[src/twrl_pkg.sv]
package twrl_pkg;

  localparam int unsigned TIME_W    = 32;
  localparam int unsigned LIMIT_W   = 7;
  localparam int unsigned CFG_IDX_W = 2;

  localparam logic [CFG_IDX_W-1:0] REG_SECOND_LIMIT = 2'd0;
  localparam logic [CFG_IDX_W-1:0] REG_MINUTE_LIMIT = 2'd1;

  localparam logic [LIMIT_W-1:0] SECOND_LIMIT_RST = 7'd8;
  localparam logic [LIMIT_W-1:0] MINUTE_LIMIT_RST = 7'd64;

  localparam logic OP_REQUEST = 1'b0;
  localparam logic OP_CLEAR   = 1'b1;

  typedef enum logic [1:0] {
    ST_IDLE,
    ST_PURGE,
    ST_CHECK,
    ST_COUNT
  } state_e;

  typedef struct packed {
    logic [LIMIT_W-1:0] sec_lim;
    logic [LIMIT_W-1:0] min_lim;
  } limits_t;

endpackage

[src/twrl_ram.sv]
module twrl_ram #(
  parameter int unsigned WIDTH = 32,
  parameter int unsigned DEPTH = 64
) (
  input  logic                                        clk_i,
  input  logic                                        we_i,
  input  logic [((DEPTH > 1) ? $clog2(DEPTH) : 1)-1:0] waddr_i,
  input  logic [WIDTH-1:0]                            wdata_i,
  input  logic [((DEPTH > 1) ? $clog2(DEPTH) : 1)-1:0] raddr_i,
  output logic [WIDTH-1:0]                            rdata_o
);

  logic [WIDTH-1:0] mem_q [DEPTH];
  logic [WIDTH-1:0] rdata_q;

  always_ff @(posedge clk_i) begin
    if (we_i) begin
      mem_q[waddr_i] <= wdata_i;
    end
    rdata_q <= mem_q[raddr_i];
  end

  assign rdata_o = rdata_q;

endmodule

[src/twrl_seq.sv]
module twrl_seq #(
  parameter int unsigned RING_DEPTH = 64,
  parameter int unsigned SECOND_MS  = 1000,
  parameter int unsigned MINUTE_MS  = 60000
) (
  input  logic                                                  clk_i,
  input  logic                                                  rst_ni,
  input  logic                                                  start_i,
  input  logic                                                  op_i,
  input  logic [twrl_pkg::TIME_W-1:0]                           now_ms_i,
  input  twrl_pkg::limits_t                                     limits_i,
  output logic                                                  busy_o,
  output logic                                                  done_o,
  output logic                                                  granted_o,
  output logic                                                  ram_we_o,
  output logic [((RING_DEPTH > 1) ? $clog2(RING_DEPTH) : 1)-1:0] ram_waddr_o,
  output logic [twrl_pkg::TIME_W-1:0]                           ram_wdata_o,
  output logic [((RING_DEPTH > 1) ? $clog2(RING_DEPTH) : 1)-1:0] ram_raddr_o,
  input  logic [twrl_pkg::TIME_W-1:0]                           ram_rdata_i
);

  localparam int unsigned AW = (RING_DEPTH > 1) ? $clog2(RING_DEPTH) : 1;
  localparam int unsigned CW = $clog2(RING_DEPTH + 1);
  localparam int unsigned LW = (CW > twrl_pkg::LIMIT_W) ? CW : twrl_pkg::LIMIT_W;
  localparam int unsigned TW = twrl_pkg::TIME_W;

  function automatic logic [AW-1:0] slot_inc(input logic [AW-1:0] s);
    return (s == AW'(RING_DEPTH - 1)) ? '0 : s + AW'(1);
  endfunction

  function automatic logic [AW-1:0] slot_dec(input logic [AW-1:0] s);
    return (s == '0) ? AW'(RING_DEPTH - 1) : s - AW'(1);
  endfunction

  twrl_pkg::state_e state_q, state_d;

  logic [CW-1:0] count_q, count_d;
  logic [AW-1:0] newest_q, newest_d;
  logic [CW-1:0] idx_q, idx_d;
  logic [CW-1:0] kept_q, kept_d;
  logic          rd_vld_q, rd_vld_d;
  logic          done_q, done_d;
  logic          granted_q, granted_d;
  logic [TW-1:0] now_q, now_d;
  logic [AW-1:0] rd_addr_q, rd_addr_d;
  logic [AW-1:0] wr_q, wr_d;

  logic [TW-1:0] age;
  logic          keep, recent;
  logic          purge_issue, purge_end;
  logic          min_hit, sec_hit, scan_end;
  logic          req_accept;
  logic [CW-1:0] back_cnt;
  logic [CW:0]   oldest_sum;
  logic [AW-1:0] oldest;
  logic [AW-1:0] ins_slot;

  assign age         = now_q - ram_rdata_i;
  assign keep        = age <= TW'(MINUTE_MS);
  assign recent      = age <= TW'(SECOND_MS);
  assign purge_issue = idx_q < count_q;
  assign purge_end   = !purge_issue && !rd_vld_q;
  assign min_hit     = (LW'(count_q) >= LW'(limits_i.min_lim)) ||
                       (count_q == CW'(RING_DEPTH));
  assign sec_hit     = LW'(idx_q) >= LW'(limits_i.sec_lim);
  assign scan_end    = (idx_q == count_q) || (rd_vld_q && !recent);
  assign req_accept  = start_i && (op_i == twrl_pkg::OP_REQUEST);

  // oldest slot lies count - 1 places before the newest one
  assign back_cnt   = count_q - CW'(1);
  assign oldest_sum = (CW+1)'(newest_q) + (CW+1)'(RING_DEPTH) - (CW+1)'(back_cnt);
  assign oldest     = (oldest_sum >= (CW+1)'(RING_DEPTH)) ?
                      AW'(oldest_sum - (CW+1)'(RING_DEPTH)) : AW'(oldest_sum);
  assign ins_slot   = (count_q == '0) ? newest_q : slot_inc(newest_q);

  always_comb begin
    state_d = state_q;
    unique case (state_q)
      twrl_pkg::ST_IDLE: begin
        if (req_accept) begin
          state_d = (count_q == '0) ? twrl_pkg::ST_CHECK : twrl_pkg::ST_PURGE;
        end
      end
      twrl_pkg::ST_PURGE: begin
        if (purge_end) begin
          state_d = twrl_pkg::ST_CHECK;
        end
      end
      twrl_pkg::ST_CHECK: begin
        state_d = min_hit ? twrl_pkg::ST_IDLE : twrl_pkg::ST_COUNT;
      end
      twrl_pkg::ST_COUNT: begin
        if (sec_hit || scan_end) begin
          state_d = twrl_pkg::ST_IDLE;
        end
      end
      default: state_d = twrl_pkg::ST_IDLE;
    endcase
  end

  always_comb begin
    count_d     = count_q;
    newest_d    = newest_q;
    idx_d       = idx_q;
    kept_d      = kept_q;
    rd_vld_d    = 1'b0;
    done_d      = 1'b0;
    granted_d   = 1'b0;
    now_d       = now_q;
    rd_addr_d   = rd_addr_q;
    wr_d        = wr_q;
    ram_we_o    = 1'b0;
    ram_waddr_o = wr_q;
    ram_wdata_o = ram_rdata_i;
    unique case (state_q)
      twrl_pkg::ST_IDLE: begin
        if (start_i && (op_i == twrl_pkg::OP_CLEAR)) begin
          count_d  = '0;
          newest_d = '0;
          done_d   = 1'b1;
        end else if (req_accept) begin
          now_d     = now_ms_i;
          idx_d     = '0;
          kept_d    = '0;
          rd_addr_d = oldest;
          wr_d      = oldest;
        end
      end
      twrl_pkg::ST_PURGE: begin
        // read oldest to newest, compact the live stamps down to wr
        if (purge_issue) begin
          rd_addr_d = slot_inc(rd_addr_q);
          idx_d     = idx_q + CW'(1);
          rd_vld_d  = 1'b1;
        end
        if (rd_vld_q && keep) begin
          ram_we_o = 1'b1;
          wr_d     = slot_inc(wr_q);
          kept_d   = kept_q + CW'(1);
        end
        if (purge_end) begin
          count_d  = kept_q;
          newest_d = slot_dec(wr_q);
        end
      end
      twrl_pkg::ST_CHECK: begin
        if (min_hit) begin
          done_d = 1'b1;
        end else begin
          idx_d     = '0;
          rd_addr_d = newest_q;
        end
      end
      twrl_pkg::ST_COUNT: begin
        // walk back from the newest stamp, one read in flight ahead
        if (sec_hit) begin
          done_d = 1'b1;
        end else if (scan_end) begin
          ram_we_o    = 1'b1;
          ram_waddr_o = ins_slot;
          ram_wdata_o = now_q;
          newest_d    = ins_slot;
          count_d     = count_q + CW'(1);
          done_d      = 1'b1;
          granted_d   = 1'b1;
        end else begin
          if (rd_vld_q) begin
            idx_d = idx_q + CW'(1);
          end
          rd_addr_d = slot_dec(rd_addr_q);
          rd_vld_d  = 1'b1;
        end
      end
      default: ;
    endcase
  end

  always_ff @(posedge clk_i or negedge rst_ni) begin
    if (!rst_ni) begin
      state_q   <= twrl_pkg::ST_IDLE;
      count_q   <= '0;
      newest_q  <= '0;
      idx_q     <= '0;
      kept_q    <= '0;
      rd_vld_q  <= 1'b0;
      done_q    <= 1'b0;
      granted_q <= 1'b0;
    end else begin
      state_q   <= state_d;
      count_q   <= count_d;
      newest_q  <= newest_d;
      idx_q     <= idx_d;
      kept_q    <= kept_d;
      rd_vld_q  <= rd_vld_d;
      done_q    <= done_d;
      granted_q <= granted_d;
    end
  end

  always_ff @(posedge clk_i) begin
    now_q     <= now_d;
    rd_addr_q <= rd_addr_d;
    wr_q      <= wr_d;
  end

  assign ram_raddr_o = rd_addr_q;
  assign busy_o      = state_q != twrl_pkg::ST_IDLE;
  assign done_o      = done_q;
  assign granted_o   = granted_q;

endmodule

[src/two_window_rate_limiter.sv]
// Two-window rate limiter: a sliding-window log of granted request times.
//
// Input channel: an item (op_i, now_ms_i) is taken at a rising edge with
// start_i high and busy_o low. op_i = 0 asks for a grant at time now_ms_i
// (milliseconds, non-decreasing, wrapping at 2^32); op_i = 1 clears the log.
// Result channel: done_o is high for exactly one cycle with granted_o; the
// receiver cannot stall it, so take it in that cycle.
// Config port: cfg_we_i writes cfg_wdata_i to register cfg_idx_i
// (0 second limit, 1 minute limit); other indexes are ignored. Write only
// while busy_o is low and no result is pending.
//
// Order of work: a clear returns its result in the next cycle. A request
// first purges stamps older than MINUTE_MS through the single read port of
// the stamp RAM, then does the minute check and, unless it refuses there,
// counts stamps newer than SECOND_MS from the newest back.
// One item is in work at a time; the next may start while a result shows.
// Reset empties the log and loads the limits 8 and 64; no clearing pass.
module two_window_rate_limiter #(
  parameter int unsigned RING_DEPTH = 64,
  parameter int unsigned SECOND_MS  = 1000,
  parameter int unsigned MINUTE_MS  = 60000
) (
  input  logic                                clk_i,
  input  logic                                rst_ni,
  input  logic                                start_i,
  output logic                                busy_o,
  input  logic                                op_i,
  input  logic [twrl_pkg::TIME_W-1:0]         now_ms_i,
  output logic                                done_o,
  output logic                                granted_o,
  input  logic                                cfg_we_i,
  input  logic [twrl_pkg::CFG_IDX_W-1:0]      cfg_idx_i,
  input  logic [twrl_pkg::LIMIT_W-1:0]        cfg_wdata_i
);

  localparam int unsigned AW = (RING_DEPTH > 1) ? $clog2(RING_DEPTH) : 1;

  twrl_pkg::limits_t limits_q;

  logic                        ram_we;
  logic [AW-1:0]               ram_waddr;
  logic [twrl_pkg::TIME_W-1:0] ram_wdata;
  logic [AW-1:0]               ram_raddr;
  logic [twrl_pkg::TIME_W-1:0] ram_rdata;

  // Limit registers: hold the value as written, all seven bits.
  always_ff @(posedge clk_i or negedge rst_ni) begin
    if (!rst_ni) begin
      limits_q.sec_lim <= twrl_pkg::SECOND_LIMIT_RST;
      limits_q.min_lim <= twrl_pkg::MINUTE_LIMIT_RST;
    end else if (cfg_we_i) begin
      unique case (cfg_idx_i)
        twrl_pkg::REG_SECOND_LIMIT: limits_q.sec_lim <= cfg_wdata_i;
        twrl_pkg::REG_MINUTE_LIMIT: limits_q.min_lim <= cfg_wdata_i;
        default: ;
      endcase
    end
  end

  // Sequencer: purge, minute check, recent count, then record the grant.
  twrl_seq #(
    .RING_DEPTH (RING_DEPTH),
    .SECOND_MS  (SECOND_MS),
    .MINUTE_MS  (MINUTE_MS)
  ) u_seq (
    .clk_i       (clk_i),
    .rst_ni      (rst_ni),
    .start_i     (start_i),
    .op_i        (op_i),
    .now_ms_i    (now_ms_i),
    .limits_i    (limits_q),
    .busy_o      (busy_o),
    .done_o      (done_o),
    .granted_o   (granted_o),
    .ram_we_o    (ram_we),
    .ram_waddr_o (ram_waddr),
    .ram_wdata_o (ram_wdata),
    .ram_raddr_o (ram_raddr),
    .ram_rdata_i (ram_rdata)
  );

  // Stamp ring: one write and one registered read per cycle.
  twrl_ram #(
    .WIDTH (twrl_pkg::TIME_W),
    .DEPTH (RING_DEPTH)
  ) u_ring (
    .clk_i   (clk_i),
    .we_i    (ram_we),
    .waddr_i (ram_waddr),
    .wdata_i (ram_wdata),
    .raddr_i (ram_raddr),
    .rdata_o (ram_rdata)
  );

endmodule

[config.mk]
export PLATFORM = sky130hd
export DESIGN_NAME = two_window_rate_limiter
export DESIGN_NICKNAME = d
export VERILOG_FILES = /design/src/twrl_pkg.sv /design/src/twrl_ram.sv /design/src/twrl_seq.sv /design/src/two_window_rate_limiter.sv
export SDC_FILE = /design/constraint.sdc
export NUM_CORES = 2
export LEC_CHECK = 0
export ABC_AREA = 1
export BUFFER_PORTS_ARGS = -buffer_cell sky130_fd_sc_hd__buf_2
export CAP_MARGIN = 20
export CORE_MARGIN = 1
export CORE_UTILIZATION = 50
export CTS_CLUSTER_SIZE = 14
export DETAILED_ROUTE_END_ITERATION = 10
export GPL_ROUTABILITY_DRIVEN = 1
export PLACE_DENSITY = 0.76
export SYNTH_ARGS = -nofsm -noshare
export SYNTH_HDL_FRONTEND = slang
export SYNTH_SLANG_ARGS = --single-unit
[constraint.sdc]
create_clock -name clk_i -period 11.83 [get_ports clk_i]
set_clock_uncertainty 0.2 [all_clocks]
set_input_delay 2.366 -clock clk_i [delete_from_list [all_inputs] [get_ports clk_i]]
set_output_delay 2.366 -clock clk_i [all_outputs]
set_load 0.05 [all_outputs]
Word-level counts from Yosys, hierarchy flattened
Memory sizes are Yosys's and may differ from the RTL's. A register that Yosys moved wholly into a read port is not among the register bits.
Cells that the tools add are included.

word-level totals
  flip-flop bits (word level) = 90
  latch bits = 0
  memory bits (writable) = 2048
  ROM bits = 0
  output and inout port bits = 3
  memories = 1

operators by class
  add/sub/neg operators = 13
  multipliers = 0
  div/mod/pow operators = 0
  $lt $le $gt $ge = 6
  equal/unequal tests = 21
  shift operators = 0
  mux-type cells = 63
  bitwise gates (word level) = 2
  reduce and logical (&&, ||, !) cells = 27

memories
  memory        words  bits a word  read ports  clocked after Yosys merged registers in  write ports  RTL line        RTL
  u_ring.mem_q  64     32           1           1                                        1            twrl_ram.sv:13  logic [WIDTH-1:0] mem_q [DEPTH];

operators by type and width
  operator                number
  $mux W6                 21
  $mux W32                3
  $mux W7                 12
  $le A32 B10 Y1 const B  1
  $le A32 B16 Y1 const B  1
  $sub A32 B32 Y32        1
  $pmux W7 S4             1
  $pmux W6 S4             1
  $add A7 B1 Y7 const B   3
  $pmux W7 S3             1
  $add A6 B1 Y6 const B   3
  $eq A6 B6 Y1 const B    3
  $pmux W6 S3             1
  $sub A6 B1 Y6 const B   3
  $ne A2 B1 Y1 const B    8
  $ge A7 B7 Y1            2
  $pmux W7 S2             1
  $logic_not A6 Y1        2
  $mux W1                 12
  $pmux W6 S2             1
  $mux W2                 5
  $add A6 B7 Y8 const B   1
  $ge A8 B7 Y1 const B    1
  $ne A2 B2 Y1 const B    4
  24 further kinds        40

Longest topological paths before layout
  depth after elaboration = 10
  depth in mapped cells = 26

Hierarchy
A second synthesis with hierarchy kept.

second synthesis, totals
  cell total of the unflattened synthesis = 8084
  area total of the unflattened synthesis = 91226.2 µm²

modules (own cells, without submodules)
  module                   times used  cells an instance  area each (µm²)
  twrl_ram                 1           6769               82738.1
  twrl_seq                 1           1252               7877.6
  two_window_rate_limiter  1           63                 610.6

Least setup slack after synthesis
OpenSTA, ideal clock, no wires.

  kind = reg-to-reg
  from = register u_seq.now_q[0]
  to = memory u_ring.mem_q[0][2] (data pin)
  library setup time = 702 ps
  arrival time = 4982 ps
  data required time = 10928 ps
  setup slack = 5946 ps
  cell stages (with the launch flop) = 22
  buffers on the path = 1
  cells stage by stage = edfxtp_1 inv_1 ha_1 fa_1 inv_1 nand3_1 nand2_1 nand3_1 nand3_1 nand2_1 nand2_1 nand2_1 nor2_1 nand3_1 nor2_1 nand4_1 nand2_1 nand2_4 nand2_8 inv_2 clkbuf_1 o21ai_0

on the way
  word-level cells in the longest chain between the ends = 8

RTL lines
  element                   RTL line                       RTL
  start: declaration        twrl_seq.sv:44                 logic [TW-1:0] now_q, now_d;
  start signal: assignment  twrl_seq.sv:201                now_q <= now_d;
  $sub A32 B32 Y32          twrl_seq.sv:58                 assign age = now_q - ram_rdata_i;
  $le A32 B10 Y1            twrl_seq.sv:60                 assign recent = age <= TW'(SECOND_MS);
  $logic_not A1 Y1          twrl_seq.sv:66                 assign scan_end = (idx_q == count_q) || (rd_vld_q && !recent);
  $logic_and A1 B1 Y1       twrl_seq.sv:66
  $logic_or A1 B1 Y1        twrl_seq.sv:66
  $mux W32                  twrl_seq.sv:158                end else if (scan_end) begin
  $mux W32                  twrl_seq.sv:156                if (sec_hit) begin
  $mux W32                  twrl_seq.sv:115                unique case (state_q)
  net ram_wdata, one bit    two_window_rate_limiter.sv:42  logic [twrl_pkg::TIME_W-1:0] ram_wdata;
  end: declaration          twrl_ram.sv:13

The timed path passes the listed nets, and every way through them passes these cells.

Worst setup path after layout
  from = register u_seq.now_q[0]
  to = memory u_ring.mem_q[56][7] (enable)

on the way
  word-level cells in the longest chain between the ends = 10
  elaborated cells on any way between the ends = 16
  those cells by class = add/sub: 1; order compare: 2; mux: 9; reduce/logical: 4

RTL lines
  element                        RTL line         RTL
  $sub A32 B32 Y32 *             twrl_seq.sv:58
  $le A32 B10 Y1                 twrl_seq.sv:60
  $logic_not A1 Y1               twrl_seq.sv:66
  $logic_and A1 B1 Y1            twrl_seq.sv:66
  $logic_or A1 B1 Y1             twrl_seq.sv:66
  $mux W1                        twrl_seq.sv:158
  $mux W1                        twrl_seq.sv:156
  $pmux W1 S2                    twrl_seq.sv:115
  $mux W1                        twrl_ram.sv:17   if (we_i) begin
  $mux W1 (implied by the code)  twrl_ram.sv:18   mem_q[waddr_i] <= wdata_i;

Every way passes the cells marked *; elsewhere a longest branch is shown, timed or not.

==> impl_metrics.sql <==
INSERT INTO impl_metrics (metric_group, metric, value, unit) VALUES
('finish', 'drive_gt1_frac', '0.0906', ''),
('critical_path', 'critical_path_data_required_time', '12.08', 'ns'),
('power_and_ir_drop', 'ir_drop', '319', 'uV'),
('yosys', 'yosysWarnings', '0', ''),
('timing', 'final.setup.tns', '0', 'ns'),
('critical_path', 'critPathTopFamily', 'simple AND/OR/NAND/NOR gates', ''),
('yosys', 'synth_seq_area_share', '0.740', ''),
('placement', 'globalplace.congestion', '0.909', ''),
('yosys', 'synthFlopType', 'edfxtp_1', ''),
('yosys', 'post_synth.cell_area_avg', '13.0', 'um^2'),
('yosys', 'post_synthesis_instance_total', '6687', ''),
('yosys', 'syn_area', '87300', 'um^2'),
('floorplan', 'core_area', '172000', 'um^2'),
('critical_path', 'sum_of_buffers_and_inverters_on_the_critical_path', '2', ''),
('route', 'dr.first_iter.drc_count', '9886', ''),
('timing', 'final-max-slew-violation-count', '0', ''),
('finish', 'syn2layout_area_growth', '11.7', '%'),
('clocking', 'cts.clk_slew.worst_paths', '0.06', 'ns'),
('clocking', 'post-cts-setup-buffers', '0', ''),
('yosys', 'most_common_cell_in_the_netlist', 'edfxtp_1', ''),
('route', 'viasPerCell', '6.61', ''),
('grt', 'maximum_number_of_pins_on_one_net_before_global_route_repair', '173', ''),
('timing', 'final_critical_path_setup_slack', '5.77', 'ns'),
('critical_path', 'worst_path_most_repeated_cell', 'nand2_1', ''),
('timing', 'slew_headroom', '0.191', ''),
('critical_path', 'timing.setup.critical_path_class', 'register to register', ''),
('placement', 'place.detailed.instances', '8695', ''),
('hold_path', 'hold_class', 'register to register', ''),
('yosys', 'post_synth_edffs', '2092', ''),
('yosys', 'ys_types', '56', ''),
('placement', 'placed_inst_area', '90700', 'um^2'),
('outcome', 'status', 'completed', ''),
('route', 'postRouteAntennaNets', '0', ''),
('timing', 'fin_worst_hold_slack', '0.287', 'ns'),
('clocking', 'cts.repair.resized', '0', ''),
('power_and_ir_drop', 'cellLeakagePower', '31.1', 'nW'),
('timing', 'final_hold_viol_count', '0', ''),
('route', 'totalWireLength', '255', 'mm'),
('route', 'drt-pass1-iter-count', '6', ''),
('placement', 'place.port_buffers', '48', ''),
('critical_path', 'critical-path-max-stage-delay', '1.26', 'ns'),
('floorplan', 'ios', '49', ''),
('yosys', 'netlist_top_cells_count', 'edfxtp_1, nor3_1, o21ai_0', ''),
('floorplan', 'die-height', '420', 'um'),
('clocking', 'root_buffer_cell', 'clkbuf_16', ''),
('floorplan', 'die_w', '420', 'um'),
('floorplan', 'core.rowCount', '152', ''),
('grt', 'gr-usage-all-layers', '0.284', ''),
('clocking', 'num_cts_buffers', '204', ''),
('clocking', 'cts.sinks', '2170', ''),
('grt', 'global_route.overflow_total', '0', ''),
('timing', 'rsz0062_at_grt', 'false', ''),
('floorplan', 'start_util', '0.506', ''),
('timing', 'timing.final.crit_period', '6.06', 'ns'),
('timing', 'finalSetupViolations', '0', ''),
('floorplan', 'die-area', '176000', 'um^2'),
('clocking', 'cts_tree', 'yes', ''),
('finish', 'stdcell_count', '9104', ''),
('clocking', 'hold_buffers', '0', ''),
('route', 'via_count', '60141', ''),
('route', 'drc_errors', '0', ''),
('finish', 'fin_area', '97500', 'um^2'),
('grt', 'grt_pass1_vias', '56969', ''),
('yosys', 'synth_largest_type_area_fraction', '0.720', ''),
('grt', 'grt_pass1_wl', '370', 'mm'),
('critical_path', 'cp_data_arrival_time', '6.30', 'ns'),
('placement', 'dpl_worst_slack', '5.89', 'ns'),
('timing', 'tightestPinTransition', '1.21', 'ns'),
('critical_path', 'critical_path.max_fanout', '32', ''),
('clocking', 'h-tree-depth', '4', ''),
('run', 'max_cap_viol_count', '0', '');
worst paths after layout:
check / slack [ns] / endpoint / startpoint / depth (start not counted)
worst min register to register: 0.29 / limits_q[12] / limits_q[12] / 2
worst min-delay path: 0.29 / limits_q[12] / limits_q[12] / 2
max in group asynchronous: 9.72 / limits_q[6] / rst_ni / 2
worst max-delay path: 5.77 / u_ring.mem_q[56][7] / u_seq.now_q[0] / 22
min in group asynchronous: 1.18 / limits_q[7] / rst_ni / 1
worst max register to register: 5.77 / u_ring.mem_q[56][7] / u_seq.now_q[0] / 22
layout by cell type (no fill, tap or decap), types with 8 or more instances in the layout:
cell	n
nor3_1	1041
dfrtp_1	44
buf_4	89
nand3b_1	10
nand3_1	267
inv_1	229
bufinv_16	8
clkbuf_16	207
dfxtp_1	32
buf_2	48
xnor2_1	10
nor2_4	64
o21ai_4	33
a21oi_1	48
nand2_1	454
o31ai_1	9
xor2_1	17
edfxtp_1	2092
nand4_1	17
nor2_1	346
clkinv_1	57
buf_12	41
nand2_2	10
clkinv_2	37
nor4_1	515
ha_1	66
clkbuf_1	52
buf_16	8
o21ai_0	568
o22ai_1	263
stage by stage:
stage	total power, mW	util
3_3_place_gp	20.6	0.524
5_1_grt	28.1	0.565
2_1_floorplan	16.6	-
4_1_cts	26.9	0.562
6_report	27.4	0.565
3_5_place_dp	20.8	0.526
worst register-to-register path: cells and delay by family, from the launching register on:
family / cells / cell delay (ns)
AO/OA/AOI/OAI: 1 / 0.13
buffers and inverters: 2 / 0.23
AND/OR/NAND/NOR: 17 / 4.10
flip-flops: 1 / 0.32
adder cells (fa/ha/maj): 2 / 0.65
state kept, by name (all words and copies together), names as in the netlist:
signal and cells:
u_ring.rdata_o 32, u_seq.ram_raddr_o 6, u_seq.rd_vld_q 1, u_seq.wr_q 6, u_seq.done_o 1, u_seq.granted_o 1
u_seq.state_q 2, limits_q 14, u_seq.kept_q 7, u_seq.idx_q 7, u_seq.now_q 32, u_seq.count_q 7
u_ring.mem_q 2048, u_seq.newest_q 6
per-layer routing:
layer,track usage,wire length (um),part of all wire,vias up
li1,-,-,-,25416
met1,0.381,90300,0.35,29194
met2,0.424,113000,0.44,4813
met3,0.0797,37300,0.15,708
met4,0.146,14200,0.056,10
met5,0.00278,103,0.00040,-
area by class of cell:
class / count / area (um^2)
fill: 13015 / 75000
sequential: 2170 / 64600
antenna: 7 / 17.5
inverter: 242 / 936
tap: 2310 / 2890
clock inverter: 119 / 867
timing repair buffer: 187 / 1960
clock buffer: 260 / 5390
multi-input combinational: 3809 / 20800
power breakdown:
part / internal, mW / switching, mW
Clock: 3.40 / 2.81
Combinational: 2.16 / 8.57
Sequential: 10.3 / 0.110
cell families after synthesis:
logic type | synth area share
AOI/OAI and AO/OA | 0.0601
muxes | 0.000115
buffers and inverters | 0.0307
adders and majority gates | 0.00992
and+or+nand+nor | 0.156
DFF | 0.740
xor gates and xnor gates | 0.00271
No activity file was read; power rests on OpenSTA's default activity.
